--- src/hdl/i2c_rtc_pkg.sv ---
// ---------------------------------------------------------------------------
// i2c_rtc_pkg
// Payload types, bus phase codes, access codes and BCD helper.
// ---------------------------------------------------------------------------
`default_nettype none

package i2c_rtc_pkg;

  localparam logic [1:0] CMD_WR_SCL = 2'd0;
  localparam logic [1:0] CMD_WR_SDA = 2'd1;
  localparam logic [1:0] CMD_RD_SCL = 2'd2;
  localparam logic [1:0] CMD_RD_SDA = 2'd3;

  localparam logic [7:0] READ_MARK = 8'hFE;
  localparam logic [7:0] BYTE_IDLE = 8'hFF;

  typedef enum logic [4:0] {
    PH_IDLE     = 5'b00001,
    PH_ADDR     = 5'b00010,
    PH_ADDR_ACK = 5'b00100,
    PH_DATA     = 5'b01000,
    PH_DATA_ACK = 5'b10000
  } phase_t;

  typedef struct packed {
    logic [1:0] cmd;
    logic       line_value;
    logic [5:0] now_seconds;
    logic [5:0] now_minutes;
    logic [4:0] now_hours;
    logic [2:0] now_weekday;
    logic [4:0] now_day;
    logic [3:0] now_month;
    logic [6:0] now_year;
  } in_t;

  typedef struct packed {
    logic [7:0] read_value;
    logic       sda_level;
    logic       target_selected;
  } out_t;

  // divide by ten through the reciprocal 205/2048, exact below 1029
  function automatic logic [7:0] to_bcd(input logic [6:0] v);
    logic [14:0] prod;
    logic [3:0]  tens;
    logic [7:0]  ones;
    prod = 15'(v) * 15'd205;
    tens = prod[14:11];
    ones = 8'(v) - 8'(tens) * 8'd10;
    return {tens, ones[3:0]};
  endfunction

endpackage

`default_nettype wire

--- src/hdl/i2c_target_rtc_bitbang.sv ---
// ---------------------------------------------------------------------------
// i2c_target_rtc_bitbang
// Bit-banged I2C clock target: port accesses in, line read-back out.
// ---------------------------------------------------------------------------
// Usage:
//   in_valid/in_stall carries one CPU port access per transfer (cmd,
//   line_value and the binary time). out_valid/out_stall returns one result
//   per access: read-back byte, data line level and target selection.
//   cfg_valid/cfg_ready writes the 7-bit target address; cfg_ready is
//   high outside reset, and writes are expected only while the block is idle.
// Throughput: one access per cycle while in_stall is low; the whole bus and
//   register update is one pass of logic between the state registers and output register.
// Stall: a two-entry output stage (output register plus skid) absorbs one
//   extra access while out_stall is high; in_stall rises only when both
//   entries are full and falls once the output is taken.
// Reset: synchronous rst returns the bus to idle, lines released, pointer
//   and clock registers to zero and the address to 104; in_stall is high
//   and cfg_ready is low while rst is asserted.
// ---------------------------------------------------------------------------
`default_nettype none

module i2c_target_rtc_bitbang #(
  parameter int REG_COUNT = 8
) (
  input  wire logic              clk,
  input  wire logic              rst,
  input  wire logic              in_valid,
  output      logic              in_stall,
  input  wire i2c_rtc_pkg::in_t  in_data,
  output      logic              out_valid,
  input  wire logic              out_stall,
  output      i2c_rtc_pkg::out_t out_data,
  input  wire logic              cfg_valid,
  output      logic              cfg_ready,
  input  wire logic [6:0]        cfg_data
);

  logic [6:0]          target_address;
  logic                clock_line, clock_line_next;
  logic                master_data_line, master_data_line_next;
  logic                target_data_drive, target_data_drive_next;
  i2c_rtc_pkg::phase_t bus_phase, bus_phase_next;
  logic [3:0]          bit_counter, bit_counter_next;
  logic [7:0]          shift_byte, shift_byte_next;
  logic                read_direction, read_direction_next;
  logic [7:0]          outgoing_byte, outgoing_byte_next;
  logic [2:0]          register_pointer, register_pointer_next;
  logic                pointer_loaded, pointer_loaded_next;
  logic                target_active, target_active_next;
  logic [7:0]          time_registers [REG_COUNT];

  logic [7:0]          cap_vals [8];
  logic                capture;
  logic [7:0]          fetch_cap, fetch_cur;
  logic                bus_now, sending;
  logic [3:0]          cnt_inc;
  logic [7:0]          read_value;
  i2c_rtc_pkg::out_t   result;

  logic                accept, out_take;
  logic                skid_valid;
  i2c_rtc_pkg::out_t   skid_data;

  assign cfg_ready = !rst;
  assign accept    = in_valid && !in_stall;
  assign out_take  = out_valid && !out_stall;
  assign in_stall  = skid_valid || rst;

  always_comb begin
    cap_vals[0] = i2c_rtc_pkg::to_bcd({1'b0, in_data.now_seconds});
    cap_vals[1] = i2c_rtc_pkg::to_bcd({1'b0, in_data.now_minutes});
    cap_vals[2] = i2c_rtc_pkg::to_bcd({2'b00, in_data.now_hours});
    cap_vals[3] = i2c_rtc_pkg::to_bcd(7'(in_data.now_weekday) + 7'd1);
    cap_vals[4] = i2c_rtc_pkg::to_bcd({2'b00, in_data.now_day});
    cap_vals[5] = i2c_rtc_pkg::to_bcd(7'(in_data.now_month) + 7'd1);
    cap_vals[6] = i2c_rtc_pkg::to_bcd(in_data.now_year);
    cap_vals[7] = 8'h00;
  end

  always_comb begin
    fetch_cap = (int'(register_pointer) < REG_COUNT) ? cap_vals[register_pointer] : 8'h00;
    fetch_cur = 8'h00;
    for (int i = 0; i < REG_COUNT; i++) begin
      if ({1'b0, register_pointer} == 4'(i)) begin
        fetch_cur = time_registers[i];
      end
    end
  end

  always_comb begin
    clock_line_next        = clock_line;
    master_data_line_next  = master_data_line;
    target_data_drive_next = target_data_drive;
    bus_phase_next         = bus_phase;
    bit_counter_next       = bit_counter;
    shift_byte_next        = shift_byte;
    read_direction_next    = read_direction;
    outgoing_byte_next     = outgoing_byte;
    register_pointer_next  = register_pointer;
    pointer_loaded_next    = pointer_loaded;
    target_active_next     = target_active;
    capture                = 1'b0;
    read_value             = 8'h00;
    bus_now                = master_data_line & target_data_drive;
    sending                = read_direction & target_active;
    cnt_inc                = bit_counter + 4'd1;

    unique case (in_data.cmd)
      i2c_rtc_pkg::CMD_WR_SCL: begin
        if (in_data.line_value != clock_line) begin
          clock_line_next = in_data.line_value;
          if (in_data.line_value) begin
            if (bus_phase == i2c_rtc_pkg::PH_ADDR || bus_phase == i2c_rtc_pkg::PH_DATA) begin
              shift_byte_next  = {shift_byte[6:0], bus_now};
              bit_counter_next = cnt_inc;
              if (cnt_inc >= 4'd8) begin
                bit_counter_next = 4'd8;
                if (bus_phase == i2c_rtc_pkg::PH_ADDR) begin
                  read_direction_next = shift_byte_next[0];
                  target_active_next  = (shift_byte_next[7:1] == target_address);
                  if (target_active_next) begin
                    capture             = 1'b1;
                    pointer_loaded_next = 1'b0;
                    if (read_direction_next) begin
                      outgoing_byte_next    = fetch_cap;
                      register_pointer_next = register_pointer + 3'd1;
                    end
                  end
                  bus_phase_next = i2c_rtc_pkg::PH_ADDR_ACK;
                end else begin
                  if (target_active && !read_direction) begin
                    if (!pointer_loaded) begin
                      register_pointer_next = shift_byte_next[2:0];
                      pointer_loaded_next   = 1'b1;
                    end else begin
                      register_pointer_next = register_pointer + 3'd1;
                    end
                  end
                  bus_phase_next = i2c_rtc_pkg::PH_DATA_ACK;
                end
              end
            end else if (bus_phase == i2c_rtc_pkg::PH_DATA_ACK) begin
              if (bit_counter == 4'd9 && sending) begin
                if (!master_data_line) begin
                  outgoing_byte_next    = fetch_cur;
                  register_pointer_next = register_pointer + 3'd1;
                end else begin
                  outgoing_byte_next = i2c_rtc_pkg::BYTE_IDLE;
                end
              end
            end
          end else begin
            unique case (bus_phase) inside
              i2c_rtc_pkg::PH_ADDR: begin
                target_data_drive_next = 1'b1;
              end
              i2c_rtc_pkg::PH_DATA: begin
                if (sending && bit_counter < 4'd8) begin
                  target_data_drive_next = outgoing_byte[3'd7 - bit_counter[2:0]];
                end else begin
                  target_data_drive_next = 1'b1;
                end
              end
              i2c_rtc_pkg::PH_ADDR_ACK, i2c_rtc_pkg::PH_DATA_ACK: begin
                if (bit_counter == 4'd8) begin
                  bit_counter_next = 4'd9;
                  if (bus_phase == i2c_rtc_pkg::PH_ADDR_ACK || !read_direction) begin
                    target_data_drive_next = !target_active;
                  end else begin
                    target_data_drive_next = 1'b1;
                  end
                end else begin
                  bus_phase_next         = i2c_rtc_pkg::PH_DATA;
                  bit_counter_next       = 4'd0;
                  shift_byte_next        = 8'h00;
                  target_data_drive_next = sending ? outgoing_byte[7] : 1'b1;
                end
              end
              default: begin
              end
            endcase
          end
        end
      end
      i2c_rtc_pkg::CMD_WR_SDA: begin
        master_data_line_next = in_data.line_value;
        if (clock_line && master_data_line && !in_data.line_value) begin
          bus_phase_next         = i2c_rtc_pkg::PH_ADDR;
          bit_counter_next       = 4'd0;
          shift_byte_next        = 8'h00;
          target_active_next     = 1'b0;
          target_data_drive_next = 1'b1;
        end else if (clock_line && !master_data_line && in_data.line_value) begin
          bus_phase_next         = i2c_rtc_pkg::PH_IDLE;
          target_active_next     = 1'b0;
          target_data_drive_next = 1'b1;
        end
      end
      i2c_rtc_pkg::CMD_RD_SCL: begin
        read_value = i2c_rtc_pkg::READ_MARK | {7'd0, clock_line};
      end
      i2c_rtc_pkg::CMD_RD_SDA: begin
        read_value = i2c_rtc_pkg::READ_MARK | {7'd0, bus_now};
      end
      default: begin
      end
    endcase

    result.read_value      = read_value;
    result.sda_level       = master_data_line_next & target_data_drive_next;
    result.target_selected = target_active_next;
  end

  always_ff @(posedge clk) begin
    if (rst) begin
      target_address    <= 7'd104;
      clock_line        <= 1'b1;
      master_data_line  <= 1'b1;
      target_data_drive <= 1'b1;
      bus_phase         <= i2c_rtc_pkg::PH_IDLE;
      bit_counter       <= 4'd0;
      shift_byte        <= 8'h00;
      read_direction    <= 1'b0;
      outgoing_byte     <= i2c_rtc_pkg::BYTE_IDLE;
      register_pointer  <= 3'd0;
      pointer_loaded    <= 1'b0;
      target_active     <= 1'b0;
      for (int i = 0; i < REG_COUNT; i++) begin
        time_registers[i] <= 8'h00;
      end
    end else begin
      if (cfg_valid && cfg_ready) begin
        target_address <= cfg_data;
      end
      if (accept) begin
        clock_line        <= clock_line_next;
        master_data_line  <= master_data_line_next;
        target_data_drive <= target_data_drive_next;
        bus_phase         <= bus_phase_next;
        bit_counter       <= bit_counter_next;
        shift_byte        <= shift_byte_next;
        read_direction    <= read_direction_next;
        outgoing_byte     <= outgoing_byte_next;
        register_pointer  <= register_pointer_next;
        pointer_loaded    <= pointer_loaded_next;
        target_active     <= target_active_next;
        if (capture) begin
          for (int i = 0; i < REG_COUNT; i++) begin
            time_registers[i] <= (i < 8) ? cap_vals[i[2:0]] : 8'h00;
          end
        end
      end
    end
  end

  // output register with one skid entry
  always_ff @(posedge clk) begin
    if (rst) begin
      out_valid  <= 1'b0;
      skid_valid <= 1'b0;
    end else if (!out_valid || out_take) begin
      if (skid_valid) begin
        out_valid  <= 1'b1;
        skid_valid <= 1'b0;
      end else begin
        out_valid <= accept;
      end
    end else if (accept) begin
      skid_valid <= 1'b1;
    end
  end

  always_ff @(posedge clk) begin
    if (!out_valid || out_take) begin
      out_data <= skid_valid ? skid_data : result;
    end else if (accept) begin
      skid_data <= result;
    end
  end

endmodule

`default_nettype wire

--- config.mk ---
export PLATFORM = sky130hd
export DESIGN_NAME = i2c_target_rtc_bitbang
export DESIGN_NICKNAME = d
export VERILOG_FILES = /design/src/hdl/i2c_rtc_pkg.sv /design/src/hdl/i2c_target_rtc_bitbang.sv
export SDC_FILE = /design/constraint.sdc
export NUM_CORES = 1
export LEC_CHECK = 0
export ABC_AREA = 0
export BUFFER_PORTS_ARGS = -buffer_cell sky130_fd_sc_hd__buf_2
export CAP_MARGIN = 25
export CORE_AREA = 5 5 132 134
export CTS_CLUSTER_DIAMETER = 80
export DETAILED_ROUTE_END_ITERATION = 8
export DIE_AREA = 0 0 137 139
export PLACE_DENSITY_LB_ADDON = 0.12
export REMOVE_ABC_BUFFERS = 1
export SLEW_MARGIN = 20
export SYNTH_ARGS = -nofsm -noshare
export SYNTH_HDL_FRONTEND = slang
export SYNTH_SLANG_ARGS = --single-unit
--- constraint.sdc ---
create_clock -name clk -period 7.8 [get_ports clk]
set_input_delay 0.78 -clock clk [delete_from_list [all_inputs] [get_ports clk]]
set_output_delay 0.78 -clock clk [all_outputs]
set_load 0.01 [all_outputs]
Word level (Yosys, flattened, before mapping)
Memory sizes are Yosys's and may differ from the RTL's.
Cells that the tools add are included.
{"block": "totals", "reg_bits": 62, "ramBits": 64, "output_inout_bits": 13, "latchBits": 0, "wordCells": 239, "romBits": 0, "mem_count": 1}
{"name": "time_registers", "depth": 8, "word_bits": 8, "read_ports": 8, "rd_clocked_by_memory_dff": 0, "write_ports": 8, "line_no": "i2c_target_rtc_bitbang.sv:50", "source": "logic [7:0] time_registers [REG_COUNT];"}
{"block": "op_classes", "bitwise_logic": 13, "div": 0, "muxes": 102, "add_sub_neg": 12, "order_cmp": 4, "n_eq_ne": 34, "shifts": 0, "reduce_logical": 39, "n_mul": 14}
{"cell": "two-way mux 8 bit", "n": 26}
{"cell": "two-way mux 5 bit", "n": 9}
{"cell": "two-way mux 7 bit", "n": 6}
{"cell": "multiplier 5 x 8 -> 13 bit (second input constant)", "n": 3}
{"cell": "two-way mux 1 bit", "n": 34}
{"cell": "two-way mux 3 bit", "n": 10}
{"cell": "multiplier 6 x 8 -> 14 bit (second input constant)", "n": 2}
{"cell": "two-way mux 4 bit", "n": 7}
{"cell": "subtractor 4 bit", "n": 7}
{"cell": "binary-select mux 8 bit (select 3 bit)", "n": 1}
{"cell": "!= test 3 bit (second input constant)", "n": 7}
{"cell": "one-hot mux 8 bit (2 select lines)", "n": 1}
{"cell": "AND reduction 8 bit", "n": 2}
{"cell": "multiplier 7 x 8 -> 15 bit (second input constant)", "n": 1}
{"cell": "one-hot mux 7 bit (2 select lines)", "n": 1}
{"cell": "AND reduction 7 bit", "n": 2}
{"cell": "== test 3 bit (second input constant)", "n": 4}
{"cell": "multiplier 4 x 8 -> 12 bit (second input constant)", "n": 1}
{"cell": "AND reduction 11 bit", "n": 1}
{"cell": "logical AND 1 bit", "n": 10}
{"cell": "two-way mux 10 bit", "n": 1}
{"cell": "one-hot mux 5 bit (2 select lines)", "n": 1}
{"cell": "AND reduction 10 bit", "n": 1}
{"cell": "multiplier 2 x 3 -> 3 bit (second input constant)", "n": 3}
{"cell": "other kinds (42)", "n": 77}

Longest topological paths before layout
{"block": "logic_depth", "word_depth": 13, "ltp_mapped": 23, "depth_no_buf": 22}

Worst setup path after synthesis
OpenSTA, ideal clock, no wires.
{"block": "synth_path", "path_kind": "input -> register", "start": "input in_data[7] (netlist name)", "end": "register outgoing_byte[3]", "required_time_ns": 7.730, "cell_stages": 21, "arrival_ns": 4.794, "setup_slack_ns": 2.936, "setup_time_ns": 0.070, "cell_sequence": "ha_1 xor2_1 and2_1 ha_1 inv_1 fa_1 inv_1 ha_1 a2111o_1 or2_2 o311a_1 xor2_1 inv_1 ha_1 inv_1 fa_1 xnor2_1 xnor2_1 o221a_2 nor3_1 o2bb2ai_1"}
{"element": "start, declared", "line_no": "i2c_target_rtc_bitbang.sv:29", "source": "input wire i2c_rtc_pkg::in_t in_data,"}
{"element": "end signal, assigned", "line_no": "i2c_target_rtc_bitbang.sv:224", "source": "outgoing_byte <= i2c_rtc_pkg::BYTE_IDLE;"}
{"element": "end signal, assigned", "line_no": "i2c_target_rtc_bitbang.sv:243", "source": "outgoing_byte <= outgoing_byte_next;"}
{"element": "end, declared", "line_no": "i2c_target_rtc_bitbang.sv:46", "source": "logic [7:0] outgoing_byte, outgoing_byte_next;"}

==> reports/qor.yml <==
outcome: "completed"
ys_seq_area_share_pct: 25.6
clock-sinks: 95
max-clock-path-buffers: 2
synth_top_area_cell: "ha_1"
path_cells: "buf_2 > ha_1 > xor2_1 > and2_1 > ha_1 > inv_1 > fa_1 > inv_1 > ha_1 > a2111o_1 > or2_2 > o311a_1 > xor2_1 > inv_1 > ha_1 > inv_1 > fa_1 > xnor2_1 > xnor2_1 > o221a_2 > nor3_1 > o2bb2ai_1"
clock_skew_ns: 0.00672
critPathMaxFanout: 11
placedCellCount: 1262
core.rowCount: 47
slew_viol_final: 0
reg2reg_from: "register_pointer[1]$_SDFFE_PP0P_"
critical-path-max-stage-delay_ns: 0.51
synthesis.area_mm2: 0.00949
worstSetupStartpointType: "input pin"
cts_tree: "yes"
die-width_um: 137
cp.arrival_ns: 5.48
gp_congestion: 0.844
setup_viol: 0
grt_pass1_vias: 7098
post-place-ws_ns: 2.28
cp_num_buf_inv: 5
root_buffer: "clkbuf_16"
ant_nets: 0
rrSetupSlack_ns: 4.31
antenna_cells: 0
timing.setup.tns_ns: 0
rsz0062_at_grt: "no"
required_ns: 8.09
syn_inst: 1015
htreeDepth: 3
synth_ff_type: "edfxtp_1"
hold_ws_ns: 0.468
timing.final.crit_share_pct: 66.6
firstDrtPassIters: 5
fin_ws_ns: 2.61
initial_utilization_pct: 58.7
p_switching_uw: 562
slew_headroom_pct: 40.1
p_sw_share_pct: 33.8
drtIter0Drc: 473
synth_area_leaders: "ha_1 23%, edfxtp_1 17%, dfxtp_1 8.9%"
grt-ovfl-total: 0
area_delta_synth_final_pct: 7.82
numCtsBuffers: 9
fin_cells: 1278
synth.most_common_cell: "ha_1"
hpwl_um: 15800
worst_pin_slew_ns: 0.897
ir_worst_vdd_uv: 112
synth_seq_cells: 95
drive_above_1_share_pct: 11.8
hold_depth: 2
endpoint_kind: "register"
ff2ff_path_depth: 10
wirelength_um: 20100
synth_top_area_share_pct: 23.1
synth_edf_count: 53
ys_types: 82
async_reset_ff_share_pct: 0
vias_per_cell: 5.74
nets: 1310
p_per_area_mw_per_mm2: 162
period_needed_ns: 5.19
ctsHoldBuffers: 0
dieArea_mm2: 0.0190
startpoint: "in_data[7]"
cpMaxStageDelayCell: "fa_1"
drv_cap: 0
power.leakage_nw: 4.75
cts_resized: 0
drc: 0
grt_pass1_wl_um: 34400
grtUsageTotal_pct: 22.1
cts_setup_buffers: 0
coreArea_mm2: 0.0162
grt_antenna_before_repair: 0
p_clk_share_pct: 26.2
die_y_um: 139
place.port_buffers: 63
final_hold_viol_count: 0
vias: 7333
synth.top_cells.by_count: "175 x ha_1, 115 x inv_1, 95 x nor2_1"
hp-class: "reg2reg"
ys_warn_count: 0
comb_power_share_pct: 39.4
clk_pin_slew_ns: 0.07
fillers: 1399
synth.avg_cell_area_um2: 9.35
p_int_mw: 1.10
wl_per_cell_um: 15.7
grt_max_degree: 37
max_freq_mhz: 193
hold_start: "shift_byte[6]$_SDFFE_PP0P_"
cp_top_family: "adder cells"
crit_type: "in2reg"
min_to: "shift_byte[6]$_SDFFE_PP0P_"
num_io_pins: 64
r2r_end: "outgoing_byte[3]$_SDFFE_PP1P_"
p_seq_share_pct: 34.4
clk_latency_ns: 0.35
==> power groups by stage <==
stage	clock (mW)	sequential [mW]	combinational, mW
2_1_floorplan	0	0.582	0.476
3_3_place_gp	0	0.583	0.644
3_5_place_dp	0	0.582	0.660
4_1_cts	0.440	0.572	0.663
5_1_grt	0.468	0.574	0.758
6_report	0.435	0.572	0.655
==> worst max path at each step <==
stage               cells after the start  slack (ns)                            end
finish                                 22        2.61  outgoing_byte[3]$_SDFFE_PP1P_
CTS                                    22        2.64  outgoing_byte[3]$_SDFFE_PP1P_
floorplan                              21        2.94  outgoing_byte[3]$_SDFFE_PP1P_
global route                           22        2.28  outgoing_byte[3]$_SDFFE_PP1P_
detailed placement                     22        2.28  outgoing_byte[3]$_SDFFE_PP1P_
global placement                       22        2.51  outgoing_byte[3]$_SDFFE_PP1P_
==> tightest hold or removal path, delay by kind of cell, from the launching register on <==
kind             cells  cell delay (ns)
AND/OR/NAND/NOR      1             0.06
flip-flops           1             0.32
AO/OA/AOI/OAI        1             0.05
==> cell families after synthesis <==
| family | Yosys count | synth area share, % |
|---|---|---|
| AOI/OAI and AO/OA | 175 | 13.0 |
| muxes | 37 | 4.78 |
| other | 1 | 0.0395 |
| adders and majority gates | 206 | 29.6 |
| and+or+nand+nor | 288 | 14.9 |
| xor gates and xnor gates | 53 | 5.26 |
| buffers and inverters | 160 | 6.77 |
| DFF | 95 | 25.6 |
==> area by class of cell <==
cell class	instances	area (um2)	share of cell area, %
Multi-Input combinational cell	760	6420	62.7
Sequential cell	95	2430	23.8
Inverter	117	439	4.29
Timing Repair Buffer	70	380	3.72
Tap cell	220	275	2.69
Clock buffer	9	225	2.20
Clock inverter	7	62.6	0.611
==> flip-flops by register name, summed over array words and instances (netlist names) <==
name               flops
time_registers        45
read_direction         1
target_address         7
pointer_loaded         1
target_data_drive      1
clock_line             1
outgoing_byte          8
bus_phase              5
shift_byte             7
target_active          1
bit_counter            4
register_pointer       3
out_data               4
skid_data              4
out_valid              1
skid_valid             1
master_data_line       1
==> layer usage <==
layer	global-route usage [%]	share of wire, %	up-vias
met5	0	0	-
met4	5.15	1.8	0
met3	3.92	4.7	29
met2	35.5	47	166
met1	31.2	47	3466
li1	-	-	3672
==> per-stage QoR <==
| stage | instance area, um2 | utilization (%) | power (mW) |
|---|---|---|---|
| 6_report | 10200 | 63.3 | 1.66 |
| 5_1_grt | 10200 | 63.3 | 1.80 |
| 4_1_cts | 10200 | 63.3 | 1.67 |
| 3_5_place_dp | 9950 | 61.5 | 1.24 |
| 3_3_place_gp | 9930 | 61.4 | 1.23 |
| 2_1_floorplan | 9290 | - | 1.06 |
==> cell usage in the layout, fill, tap and decap left out, types with 18 or more instances in the layout <==
| master | instances |
|---|---|
| mux2i_1 | 24 |
| ha_1 | 175 |
| a21oi_1 | 37 |
| edfxtp_1 | 53 |
| nand2_1 | 68 |
| dfxtp_1 | 42 |
| o21ai_0 | 31 |
| a22oi_1 | 18 |
| inv_1 | 115 |
| nand3_1 | 19 |
| fa_1 | 31 |
| buf_2 | 63 |
| nor2_1 | 95 |
| xnor2_1 | 31 |
| xor2_1 | 19 |
Note: power is estimated with default switching activity, not from simulation.
